==> src/rtl/mmcn_pkg.sv <==
// ----------------------------------------------------------------------------
// mmcn_pkg
// shared types and constants of the magnetometer calibrate and normalize block
// ----------------------------------------------------------------------------
`default_nettype none

package mmcn_pkg;

  localparam int unsigned AXES_MAX = 3;
  localparam int unsigned AXIS_W   = 16;
  localparam int unsigned CNT_W    = 16;
  localparam int unsigned Q_FRAC   = 14;
  // quotient bits kept by the divider, larger quotients saturate early
  localparam int unsigned QUO_W    = 17;
  localparam int unsigned STEP_W   = $clog2(QUO_W);
  localparam int unsigned OVF_BIT  = 3;

  localparam logic [1:0] REQ_MEASURE = 2'd0;
  localparam logic [1:0] REQ_CAL     = 2'd1;
  localparam logic [1:0] REQ_RESTART = 2'd2;

  localparam logic [CNT_W-1:0]  CAL_ITER_RESET = 16'd1000;
  localparam logic [AXIS_W-1:0] Q_SAT_POS      = 16'h7fff;
  localparam logic [AXIS_W-1:0] Q_SAT_NEG      = 16'h8000;
  localparam logic [QUO_W-1:0]  Q_MAG_LIM      = 17'd32768;
  localparam logic [AXIS_W-1:0] BOUND_MIN_RST  = 16'h8000;
  localparam logic [AXIS_W-1:0] BOUND_MAX_RST  = 16'h7fff;

  typedef struct packed {
    logic load;
    logic step;
    logic seed;
    logic widen;
    logic commit;
  } lane_cmd_t;

  typedef struct packed {
    logic [AXES_MAX-1:0][AXIS_W-1:0] norm;
    logic                            ok;
    logic                            bad;
    logic                            done;
  } res_t;

endpackage

`default_nettype wire

==> src/rtl/magnetometer_minmax_calibrate_normalize.sv <==
// ----------------------------------------------------------------------------
// magnetometer_minmax_calibrate_normalize
// min/max hard-iron calibration and Q2.14 normalization of magnetometer samples
// ----------------------------------------------------------------------------
// input channel: in_valid_i/in_ready_o with one sample per transfer (request
// type, three little-endian axis byte pairs, status byte)
// output channel: out_valid_o/out_ready_i with one result per sample
// config channel: cfg_valid_i/cfg_ready_o writes cal_iterations, always ready
// path: calibration, restart, flagged and bad-bounds samples pass through the
// holding register into the output register; a normalized sample first runs
// the 17-step bit-serial dividers, one per axis, running in parallel
// flow: one sample at a time, none is taken while a division runs;
// one finished result can wait in a holding register while the output stalls,
// a further sample is taken once that register has moved on
// reset: committed bounds span the full range, calibration idle,
// cal_iterations 1000, both channels empty
// ----------------------------------------------------------------------------
`default_nettype none

module magnetometer_minmax_calibrate_normalize import mmcn_pkg::*; #(
  parameter int unsigned AXES = 3
) (
  input  wire logic              clk_i,
  input  wire logic              rst_ni,
  input  wire logic              cfg_valid_i,
  output logic                   cfg_ready_o,
  input  wire logic [CNT_W-1:0]  cfg_data_i,
  input  wire logic              in_valid_i,
  output logic                   in_ready_o,
  input  wire logic [1:0]        req_type_i,
  input  wire logic [7:0]        x_low_i,
  input  wire logic [7:0]        x_high_i,
  input  wire logic [7:0]        y_low_i,
  input  wire logic [7:0]        y_high_i,
  input  wire logic [7:0]        z_low_i,
  input  wire logic [7:0]        z_high_i,
  input  wire logic [7:0]        status_byte_i,
  output logic                   out_valid_o,
  input  wire logic              out_ready_i,
  output logic signed [AXIS_W-1:0] norm_x_o,
  output logic signed [AXIS_W-1:0] norm_y_o,
  output logic signed [AXIS_W-1:0] norm_z_o,
  output logic                   result_ok_o,
  output logic                   bounds_bad_o,
  output logic                   cal_done_o
);

  typedef enum logic [1:0] {
    S_IDLE,
    S_DIV,
    S_FIN
  } state_e;

  typedef enum logic [1:0] {
    PH_IDLE,
    PH_SEED,
    PH_COLLECT
  } phase_e;

  state_e            state_q, state_d;
  phase_e            phase_q, phase_d;
  logic [CNT_W-1:0]  upd_cnt_q, upd_cnt_d;
  logic [CNT_W-1:0]  iters_q, iters_d;
  logic [STEP_W-1:0] step_q, step_d;
  logic              pend_q, pend_d;
  res_t              res_q, res_d;
  logic              out_valid_q, out_valid_d;
  res_t              out_q, out_d;

  logic signed [AXIS_W-1:0]        axis_m [AXES_MAX];
  logic [AXES-1:0]                 lane_bad;
  logic [AXES-1:0][AXIS_W-1:0]     lane_norm;
  logic                            any_bad;
  logic [AXES_MAX-1:0][AXIS_W-1:0] merged_norm;
  lane_cmd_t                       cmd;

  logic             in_fire, sample_ok, out_load;
  logic [CNT_W:0]   cnt_plus;
  logic             commit_hit;

  assign axis_m[0] = {x_high_i, x_low_i};
  assign axis_m[1] = {y_high_i, y_low_i};
  assign axis_m[2] = {z_high_i, z_low_i};

  assign in_ready_o  = (state_q == S_IDLE) && !pend_q;
  assign cfg_ready_o = 1'b1;
  assign in_fire     = in_valid_i && in_ready_o;
  assign sample_ok   = !status_byte_i[OVF_BIT];
  assign cnt_plus    = {1'b0, upd_cnt_q} + (CNT_W+1)'(1);
  assign commit_hit  = (cnt_plus >= {1'b0, iters_q});
  assign out_load    = pend_q && (!out_valid_q || out_ready_i);

  for (genvar i = 0; i < AXES; i++) begin : g_lane
    mmcn_lane u_lane (
      .clk_i    (clk_i),
      .rst_ni   (rst_ni),
      .cmd_i    (cmd),
      .sample_i (axis_m[i]),
      .bad_o    (lane_bad[i]),
      .norm_o   (lane_norm[i])
    );
  end

  mmcn_merge #(
    .AXES (AXES)
  ) u_merge (
    .lane_bad_i  (lane_bad),
    .lane_norm_i (lane_norm),
    .any_bad_o   (any_bad),
    .norm_o      (merged_norm)
  );

  always_comb begin
    state_d     = state_q;
    phase_d     = phase_q;
    upd_cnt_d   = upd_cnt_q;
    iters_d     = iters_q;
    step_d      = step_q;
    pend_d      = pend_q;
    res_d       = res_q;
    out_valid_d = out_valid_q;
    out_d       = out_q;
    cmd         = '0;

    if (cfg_valid_i && cfg_ready_o) begin
      iters_d = cfg_data_i;
    end

    if (out_load) begin
      out_d       = res_q;
      out_valid_d = 1'b1;
      pend_d      = 1'b0;
    end else if (out_ready_i) begin
      out_valid_d = 1'b0;
    end

    unique case (state_q)
      S_IDLE: begin
        if (in_fire) begin
          res_d    = '0;
          res_d.ok = sample_ok;
          pend_d   = 1'b1;
          case (req_type_i)
            REQ_RESTART: begin
              phase_d   = PH_SEED;
              upd_cnt_d = '0;
            end
            REQ_MEASURE: begin
              if (sample_ok && any_bad) begin
                res_d.bad = 1'b1;
              end else if (sample_ok) begin
                cmd.load = 1'b1;
                pend_d   = 1'b0;
                step_d   = '0;
                state_d  = S_DIV;
              end
            end
            REQ_CAL: begin
              if (sample_ok && phase_q == PH_SEED) begin
                cmd.seed  = 1'b1;
                phase_d   = PH_COLLECT;
                upd_cnt_d = '0;
              end else if (sample_ok && phase_q == PH_COLLECT) begin
                cmd.widen = 1'b1;
                if (commit_hit) begin
                  cmd.commit = 1'b1;
                  phase_d    = PH_IDLE;
                  upd_cnt_d  = '0;
                  res_d.done = 1'b1;
                end else begin
                  upd_cnt_d = cnt_plus[CNT_W-1:0];
                end
              end
            end
            default: begin
            end
          endcase
        end
      end
      S_DIV: begin
        cmd.step = 1'b1;
        step_d   = step_q + STEP_W'(1);
        if (step_q == STEP_W'(QUO_W - 1)) begin
          state_d = S_FIN;
        end
      end
      S_FIN: begin
        res_d      = '0;
        res_d.ok   = 1'b1;
        res_d.norm = merged_norm;
        pend_d     = 1'b1;
        state_d    = S_IDLE;
      end
      default: begin
        state_d = S_IDLE;
      end
    endcase
  end

  always_ff @(posedge clk_i or negedge rst_ni) begin
    if (!rst_ni) begin
      state_q     <= S_IDLE;
      phase_q     <= PH_IDLE;
      upd_cnt_q   <= '0;
      iters_q     <= CAL_ITER_RESET;
      step_q      <= '0;
      pend_q      <= 1'b0;
      res_q       <= '0;
      out_valid_q <= 1'b0;
      out_q       <= '0;
    end else begin
      state_q     <= state_d;
      phase_q     <= phase_d;
      upd_cnt_q   <= upd_cnt_d;
      iters_q     <= iters_d;
      step_q      <= step_d;
      pend_q      <= pend_d;
      res_q       <= res_d;
      out_valid_q <= out_valid_d;
      out_q       <= out_d;
    end
  end

  assign out_valid_o  = out_valid_q;
  assign norm_x_o     = out_q.norm[0];
  assign norm_y_o     = out_q.norm[1];
  assign norm_z_o     = out_q.norm[2];
  assign result_ok_o  = out_q.ok;
  assign bounds_bad_o = out_q.bad;
  assign cal_done_o   = out_q.done;

endmodule

`default_nettype wire

==> src/rtl/mmcn_lane.sv <==
// ----------------------------------------------------------------------------
// mmcn_lane
// one axis: working and committed bounds plus a bit-serial normalizing divider
// ----------------------------------------------------------------------------
`default_nettype none

module mmcn_lane import mmcn_pkg::*; (
  input  wire logic                     clk_i,
  input  wire logic                     rst_ni,
  input  wire lane_cmd_t                cmd_i,
  input  wire logic signed [AXIS_W-1:0] sample_i,
  output logic                          bad_o,
  output logic        [AXIS_W-1:0]      norm_o
);

  localparam int unsigned DIFF_W = AXIS_W + 3;
  localparam int unsigned MAG_W  = AXIS_W + 2;

  logic signed [AXIS_W-1:0] cmin_q, cmax_q, wmin_q, wmax_q;
  logic signed [AXIS_W-1:0] wmin_nxt, wmax_nxt;

  logic [QUO_W-1:0]  rem_q, dvd_q, quo_q;
  logic [AXIS_W-1:0] den_q;
  logic              neg_q, sat_q;

  logic signed [DIFF_W-1:0] diff;
  logic        [DIFF_W-1:0] diff_abs;
  logic        [MAG_W-1:0]  mag;
  logic        [AXIS_W:0]   den_full;
  logic                     sat_now;
  logic        [QUO_W-1:0]  rem_sh;
  logic                     fits;

  assign wmin_nxt = (sample_i < wmin_q) ? sample_i : wmin_q;
  assign wmax_nxt = (sample_i > wmax_q) ? sample_i : wmax_q;

  assign bad_o = (cmax_q <= cmin_q);

  // 2m - min - max, later scaled by 2^Q_FRAC through the dividend layout
  assign diff = {{2{sample_i[AXIS_W-1]}}, sample_i, 1'b0}
              - {{3{cmin_q[AXIS_W-1]}}, cmin_q}
              - {{3{cmax_q[AXIS_W-1]}}, cmax_q};
  assign diff_abs = diff[DIFF_W-1] ? (~diff + DIFF_W'(1)) : diff;
  assign mag      = diff_abs[MAG_W-1:0];
  assign den_full = {cmax_q[AXIS_W-1], cmax_q} - {cmin_q[AXIS_W-1], cmin_q};
  assign sat_now  = ({1'b0, mag} >= {den_full[AXIS_W-1:0], 3'b000});

  assign rem_sh = {rem_q[QUO_W-2:0], dvd_q[QUO_W-1]};
  assign fits   = (rem_sh >= {1'b0, den_q});

  always_comb begin
    if (sat_q) begin
      norm_o = neg_q ? Q_SAT_NEG : Q_SAT_POS;
    end else if (neg_q) begin
      norm_o = (quo_q >= Q_MAG_LIM) ? Q_SAT_NEG : (~quo_q[AXIS_W-1:0] + AXIS_W'(1));
    end else begin
      norm_o = (quo_q >= Q_MAG_LIM) ? Q_SAT_POS : quo_q[AXIS_W-1:0];
    end
  end

  always_ff @(posedge clk_i or negedge rst_ni) begin
    if (!rst_ni) begin
      cmin_q <= BOUND_MIN_RST;
      cmax_q <= BOUND_MAX_RST;
      wmin_q <= '0;
      wmax_q <= '0;
    end else begin
      if (cmd_i.seed) begin
        wmin_q <= sample_i;
        wmax_q <= sample_i;
      end
      if (cmd_i.widen) begin
        wmin_q <= wmin_nxt;
        wmax_q <= wmax_nxt;
      end
      if (cmd_i.commit) begin
        cmin_q <= wmin_nxt;
        cmax_q <= wmax_nxt;
      end
    end
  end

  always_ff @(posedge clk_i) begin
    if (cmd_i.load) begin
      rem_q <= {2'b00, mag[MAG_W-1:3]};
      dvd_q <= {mag[2:0], {Q_FRAC{1'b0}}};
      quo_q <= '0;
      den_q <= den_full[AXIS_W-1:0];
      neg_q <= diff[DIFF_W-1];
      sat_q <= sat_now;
    end else if (cmd_i.step) begin
      rem_q <= fits ? (rem_sh - {1'b0, den_q}) : rem_sh;
      dvd_q <= {dvd_q[QUO_W-2:0], 1'b0};
      quo_q <= {quo_q[QUO_W-2:0], fits};
    end
  end

endmodule

`default_nettype wire

==> src/rtl/mmcn_merge.sv <==
// ----------------------------------------------------------------------------
// mmcn_merge
// combines the lane flags and lane results into one result word
// ----------------------------------------------------------------------------
`default_nettype none

module mmcn_merge import mmcn_pkg::*; #(
  parameter int unsigned AXES = 3
) (
  input  wire logic [AXES-1:0]             lane_bad_i,
  input  wire logic [AXES-1:0][AXIS_W-1:0] lane_norm_i,
  output logic                             any_bad_o,
  output logic [AXES_MAX-1:0][AXIS_W-1:0]  norm_o
);

  assign any_bad_o = |lane_bad_i;

  always_comb begin
    norm_o = '0;
    for (int i = 0; i < AXES; i++) begin
      norm_o[i] = lane_norm_i[i];
    end
  end

endmodule

`default_nettype wire

==> config.mk <==
export PLATFORM = sky130hd
export DESIGN_NAME = magnetometer_minmax_calibrate_normalize
export DESIGN_NICKNAME = d
export VERILOG_FILES = /design/src/rtl/mmcn_pkg.sv /design/src/rtl/magnetometer_minmax_calibrate_normalize.sv /design/src/rtl/mmcn_lane.sv /design/src/rtl/mmcn_merge.sv
export SDC_FILE = /design/constraint.sdc
export NUM_CORES = 2
export LEC_CHECK = 0
export ABC_AREA = 1
export CORE_MARGIN = 1
export CORE_UTILIZATION = 60
export CTS_BUF_LIST = sky130_fd_sc_hd__clkbuf_16
export CTS_CLUSTER_DIAMETER = 50
export DETAILED_ROUTE_END_ITERATION = 8
export DONT_BUFFER_PORTS = 1
export PLACE_DENSITY = 0.76
export REMOVE_ABC_BUFFERS = 1
export SYNTH_ARGS = -nofsm -noshare
export SYNTH_HDL_FRONTEND = slang
export SYNTH_SLANG_ARGS = --single-unit
==> constraint.sdc <==
create_clock -name clk_i -period 11.5 [get_ports clk_i]
set_input_delay 0 -clock clk_i [delete_from_list [all_inputs] [get_ports clk_i]]
set_output_delay 0 -clock clk_i [all_outputs]
set_load 0.05 [all_outputs]
## Yosys cells after proc, flatten, opt, wreduce, memory -nomap -nowiden

Cells that the tools add are included.

| word-level totals | value |
|---|---|
| register bits | 499 |
| logic and storage cells | 230 |
| input bits | 79 |

| cells by class | value |
|---|---|
| bitwise operators | 6 |
| reductions and logical operators | 24 |
| order comparisons | 19 |
| multiplexer cells | 95 |
| add/sub/neg operators | 20 |
| eq/ne operators | 14 |

Operators by type and width:

| operator | count |
|---|---|
| 2-to-1 mux 16 bit | 36 |
| 2-to-1 mux 17 bit | 6 |
| one-hot mux 51 bit (2 select lines) | 1 |
| subtractor 16 bit | 6 |
| 2-to-1 mux 15 bit | 6 |
| >= comparator 17 x 16 -> 1 bit | 4 |
| >= comparator 18 x 19 -> 1 bit | 3 |
| subtractor 18 x 16 -> 19 bit | 3 |
| adder 18 x 2 -> 18 bit, second input constant | 3 |
| 2-to-1 mux 18 bit | 3 |
| NOT 18 bit | 3 |
| subtractor 17 x 16 -> 18 bit | 3 |
| >= comparator 17 x 16 -> 1 bit, second input constant | 3 |
| 2-to-1 mux 51 bit | 1 |
| adder 16 x 1 -> 16 bit, second input constant | 3 |
| greater-than comparator 16 bit | 3 |
| <= comparator 16 bit | 3 |
| less-than comparator 16 bit | 3 |
| NOT 16 bit | 3 |
| one-hot mux 16 bit (2 select lines) | 1 |
| 2-to-1 mux 1 bit | 20 |
| 2-to-1 mux 2 bit | 10 |
| 2-to-1 mux 5 bit | 4 |
| adder 16 x 1 -> 17 bit, second input constant | 1 |
| 20 further kinds | 46 |

## Depth between registers and ports, before layout

| logic depth | value |
|---|---|
| depth in word-level cells | 10 |
| gate-level depth with buffers | 30 |

## Hierarchy

A second synthesis with hierarchy kept.

| unflattened totals | value |
|---|---|
| cell total of the unflattened synthesis | 5077 |
| area, all modules | 38365.5 sq um |

By module, submodules not included:

| module | cells each | instances | area each (sq um) |
|---|---|---|---|
| mmcn_lane at g_lane[2].u_lane | 1430 | 1 | 10640.2 |
| mmcn_lane at g_lane[1].u_lane | 1441 | 1 | 10443.8 |
| mmcn_lane at g_lane[0].u_lane | 1427 | 1 | 10422.5 |
| magnetometer_minmax_calibrate_normalize | 728 | 1 | 6487.5 |
| mmcn_merge | 51 | 1 | 371.6 |

## Worst setup path before layout

Ideal clock, no wire load.

| timing path | value |
|---|---|
| kind | register to register |
| from | reg g_lane[2].u_lane.cmax_q[5] |
| to | reg g_lane[2].u_lane.sat_q (data pin) |
| required time | 11.243 ns |
| cell stages (with the launch flop) | 25 |
| arrival time | 3.726 ns |
| period minus slack after synthesis | 3.983 ns |
| slack | 7.517 ns |
| library setup time | 0.257 ns |
| buffers on the path | 1 |
| cell sequence | dfstp_2 -> inv_1 -> fa_1 -> ha_1 -> a21oi_1 -> o21ai_0 -> nand2_1 -> nand3_1 -> nand2_1 -> nand3_1 -> nand2_2 -> buf_4 -> nand2_1 -> xnor2_1 -> inv_1 -> ha_1 -> a21oi_1 -> o21ai_0 -> nor3b_1 -> o21bai_1 -> nand2_1 -> a21oi_1 -> o21ai_0 -> o21ai_0 -> nor2_1 |

| on the way | value |
|---|---|
| elaborated cells on any way between the ends | 6 |
| those cells by class | add/sub (3); order compare (1); mux (1); bitwise (1) |

RTL lines:

| element | RTL line | text |
|---|---|---|
| start: declaration | mmcn_lane.sv:19 | `logic signed [AXIS_W-1:0] cmin_q, cmax_q, wmin_q, wmax_q;` |
| start signal: assignment | mmcn_lane.sv:78 | `cmax_q <= wmax_nxt;` |
| subtractor 18 x 16 -> 19 bit | mmcn_lane.sv:42 | `- {{3{cmax_q[AXIS_W-1]}}, cmax_q};` |
| named net g_lane[2].u_lane.diff[18] | mmcn_lane.sv:26 | `logic signed [DIFF_W-1:0] diff;` |
| 2-to-1 mux 18 bit | mmcn_lane.sv:43 | `assign diff_abs = diff[DIFF_W-1] ? (~diff + DIFF_W'(1)) : diff;` |
| >= comparator 18 x 19 -> 1 bit | mmcn_lane.sv:46 | `assign sat_now = ({1'b0, mag} >= {den_full[AXIS_W-1:0], 3'b000});` |
| named net g_lane[2].u_lane.sat_now | mmcn_lane.sv:30 | `logic sat_now;` |
| end signal: assignment | mmcn_lane.sv:90 | `sat_q <= sat_now;` |
| end: declaration | mmcn_lane.sv:24 | `logic neg_q, sat_q;` |

The timed path passes the listed nets, and every way through them passes these cells.
A chain may end at the register's enable or synchronous reset.

## Worst setup path in the final report

| timing path | value |
|---|---|
| from | reg g_lane[0].u_lane.cmax_q[13] |
| to | reg g_lane[0].u_lane.sat_q (data pin) |

| on the way | value |
|---|---|
| word-level cells in the longest chain between the ends | 5 |
| elaborated cells on any way between the ends | 6 |
| those cells by class | add/sub (3); order compare (1); mux (1); bitwise (1) |

RTL lines:

| element | RTL line |
|---|---|
| start: declaration | mmcn_lane.sv:19 |
| start signal: assignment | mmcn_lane.sv:78 |
| subtractor 18 x 16 -> 19 bit | mmcn_lane.sv:42 |
| NOT 18 bit | mmcn_lane.sv:43 |
| adder 18 x 2 -> 18 bit | mmcn_lane.sv:43 |
| 2-to-1 mux 18 bit | mmcn_lane.sv:43 |
| >= comparator 18 x 19 -> 1 bit * | mmcn_lane.sv:46 |
| named net g_lane[0].u_lane.sat_now | mmcn_lane.sv:30 |
| end signal: assignment | mmcn_lane.sv:90 |
| end: declaration | mmcn_lane.sv:24 |

The timed path passes the listed nets; every way through them passes the cells marked *.

==> results.json <==
{
  "die_y_um": 254.2,
  "min_period_over_period_pct": 44.32,
  "p_leak_nw": 20.64,
  "switching_share_pct": 47.83,
  "ir_worst_vdd_mv": 0.1699,
  "area_growth_pct": 9.044,
  "h-tree-depth": 3,
  "numCtsBuffers": 67,
  "min_from": "status_byte_i[3]",
  "synth_warnings": 0,
  "worst_slew_pin_slew_ns": 1.242,
  "grt_pass1_vias": 31780,
  "initial_core_util_pct": 60.62,
  "max_freq_mhz": 196.2,
  "fin_nets": 5727,
  "power_density_mw_per_mm2": 258.7,
  "cts_setup_buffers": 0,
  "synth_edf_count": 108,
  "pwr-share-comb_pct": 53.5,
  "synthXorXnorAreaFrac_pct": 3.190,
  "netlist_area_mm2": 0.03817,
  "grt_overflow": 0,
  "tns_ns": 0,
  "clkTransAtPathRegs_ns": 0.06,
  "maxSlewViolCount": 0,
  "ys_seq_area_share_pct": 33.60,
  "grt_use_total_pct": 29.43,
  "dp_slack_ns": 6.518,
  "yosysUniqueCellTypes": 59,
  "synthAdderAreaFrac_pct": 14.76,
  "crit_arrival_ns": 5.42,
  "drive_gt1_share_pct": 4.355,
  "hpwl_um": 68230,
  "hold_viol": 0,
  "post-route-drc-count": 0,
  "synthArstFlopShare_pct": 67.54,
  "whs_ns": 0.05477,
  "maxCapViolations": 0,
  "hold_path.class": "in2reg",
  "synth_top_cell_by_area": "dfrtp_1",
  "synth_top_family_by_area": "simple AND/OR/NAND/NOR gates",
  "p_clk_share_pct": 18.8,
  "finClkSkew_ns": 0.02072,
  "numPortBuffers": 0,
  "outcome": "finished, final reports clean",
  "p_int_mw": 5.618,
  "power_mw": 10.77,
  "fill_cells": 5472,
  "row_count": 92,
  "synthTopCellsByArea": "dfrtp_1 (19%), nand2_1 (13%), ha_1 (12%), inv_1 (8.6%), edfxtp_1 (8.5%)",
  "grt_max_degree": 338,
  "die_x_um": 254.2,
  "endpoint_kind": "flip-flop",
  "power.switching_mw": 5.151,
  "fin_crit_ns": 5.097,
  "drt_iter0_markers": 2673,
  "most-common-layout-cells": "nand2_1 (1,287), inv_1 (886), o21ai_0 (457)",
  "cp-startpoint": "g_lane[0].u_lane.cmax_q[13]",
  "yosys.area_share.simple_pct": 24.22,
  "grt_pass1_wl_um": 155800,
  "synth_compound_area_share_pct": 13.50,
  "power_frac_seq_pct": 27.6,
  "io_pins": 133,
  "start_kind": "flip-flop",
  "routed_via_density": 5.526,
  "clockRootBuffer": "clkbuf_16",
  "antenna_cells": 0,
  "insertion_delay_ns": 0.60,
  "critical_path_class": "reg2reg",
  "cts_max_path_buffers": 3,
  "setup_viol": 0,
  "rsz0062_at_grt": "no",
  "crit_required_ns": 11.82,
  "ant_nets": 0,
  "wire_per_inst_um": 15.54,
  "drt-total-wl_um": 95210,
  "synth-main-ff-cell": "dfrtp_1",
  "via_count": 33860,
  "gp_congestion": 0.9180,
  "avgSynthCellArea_um2": 7.319,
  "synthCells": 5215,
  "relSlewSlack_pct": 16.35,
  "r2r_start": "g_lane[0].u_lane.cmax_q[13]",
  "die_area_mm2": 0.06463,
  "synth_mux_area_share_pct": 0.08851,
  "finalWorstSetupSlack_ns": 6.403,
  "final_common_cell": "nand2_1",
  "synth_seq_cells": 499,
  "cp_max_fo": 11,
  "dr.pass1.iters": 6,
  "core_area_mm2": 0.06297,
  "synth_top_cell_area_share_pct": 18.55,
  "clock-sinks": 499,
  "antenna_found_initial": 0,
  "cts_tree": "built"
}
## metrics by stage
step	instance area (um2)	utilization, %	cells
finish	41620	66.10	6127
global route	41620	66.10	6127
CTS	41590	66.06	6126
detailed placement	38690	61.45	5932
global placement	38690	61.45	5932
floorplan	37440	-	5066
## worst max-delay path, stage by stage (launching register included)
cell and delay [ns]:
dfstp_2 0.56, inv_1 0.08, fa_1 0.48, ha_1 0.41
nand2_1 0.10, inv_1 0.08, nand2_1 0.09, nor2_1 0.17
nand4_1 0.15, nand3_1 0.13, nand2_1 0.05, nand2_1 0.30
inv_1 0.29, nand2_1 0.14, xor2_1 0.29, inv_1 0.09
ha_1 0.32, a21oi_1 0.15, o21ai_0 0.09, nor3b_1 0.15
o21ai_0 0.19, nand3_1 0.10, a21oi_1 0.13, o21ai_0 0.13
nand2_1 0.11, nor2_1 0.04
## synth_stat cells, types with 16 or more instances
cell type	instances
a21o_1	18
a21oi_1	261
a22oi_1	54
buf_2	38
clkbuf_1	86
dfrtp_1	283
dfstp_2	54
dfxtp_1	54
edfxtp_1	108
fa_1	54
ha_1	364
inv_1	877
nand2_1	1289
nand3_1	379
nand4_1	97
nor2_1	275
nor3_1	45
nor4_1	26
o21ai_0	457
o21ai_1	53
o22ai_1	16
xnor2_1	37
xor2_1	102
## path summary, 6_finish.rpt
| path | end | slack [ns] | cells after the start |
|---|---|---|---|
| setup / recovery | g_lane[0].u_lane.sat_q | 6.40 | 25 |
| hold / removal | g_lane[0].u_lane.wmin_q[1] | 0.05 | 4 |
| setup reg to reg | g_lane[0].u_lane.sat_q | 6.40 | 25 |
| hold reg to reg | g_lane[1].u_lane.quo_q[16] | 0.47 | 2 |
| max in group asynchronous | g_lane[1].u_lane.wmin_q[11] | 9.94 | 3 |
| min in group asynchronous | iters_q[10] | 0.11 | 2 |
## cells by family (layout without fill, tap and decap cells)
kind of cell	count (synthesis)	in the layout
AND/OR/NAND/NOR	2175	2175
flip-flops	499	499
adder cells (fa/ha/maj)	418	418
AO/OA/AOI/OAI	944	944
other	1	1
buffers and inverters	1036	1102
XOR/XNOR	139	139
multiplexers	3	3
## routing by layer
metal	vias up	routed length (um)	GRT usage [%]
met4	0	2181	8.503
met2	1000	42840	47.50
li1	17040	-	-
met5	-	0	0
met1	15660	44420	41.11
met3	161	5770	4.082
## flip-flops by register name, summed over array words and instances, names as in the netlist, 3 cells and up
name	cells
g_lane.u_lane.sat_q	3
g_lane.u_lane.wmin_q	48
step_q	5
g_lane.u_lane.cmin_q	48
g_lane.u_lane.wmax_q	48
norm_y_o	16
upd_cnt_q	16
g_lane.u_lane.neg_q	3
g_lane.u_lane.quo_q	51
g_lane.u_lane.dvd_q	9
norm_x_o	16
norm_z_o	16
g_lane.u_lane.rem_q	48
g_lane.u_lane.den_q	48
g_lane.u_lane.cmax_q	48
res_q	51
iters_q	16
## power by group through the flow
stage	logic (mW)	registers, mW	clock network (mW)
2_1_floorplan	4.17	2.92	0
3_3_place_gp	5.43	2.98	0
3_5_place_dp	5.59	3.00	0
4_1_cts	5.69	2.97	2.06
5_1_grt	6.54	3.04	2.13
6_report	5.77	2.98	2.03
## cell type report
| cell class | count | area, um2 | share of cell area [%] |
|---|---|---|---|
| multi-input cells | 3680 | 21330 | 51.25 |
| flip-flops and latches | 499 | 12820 | 30.81 |
| inverters | 887 | 3329 | 7.999 |
| clock buffers | 69 | 1727 | 4.149 |
| well taps | 846 | 1059 | 2.543 |
| repair buffers | 95 | 935.9 | 2.249 |
| clock inverters | 51 | 416.7 | 1.001 |
## timing repair
action / in CTS / in global routing
gates resized for setup: 0 / 0
hold endpoints to repair: 592 / 0
hold buffers: 74 / 0
No activity file was read; power rests on OpenSTA's default activity.
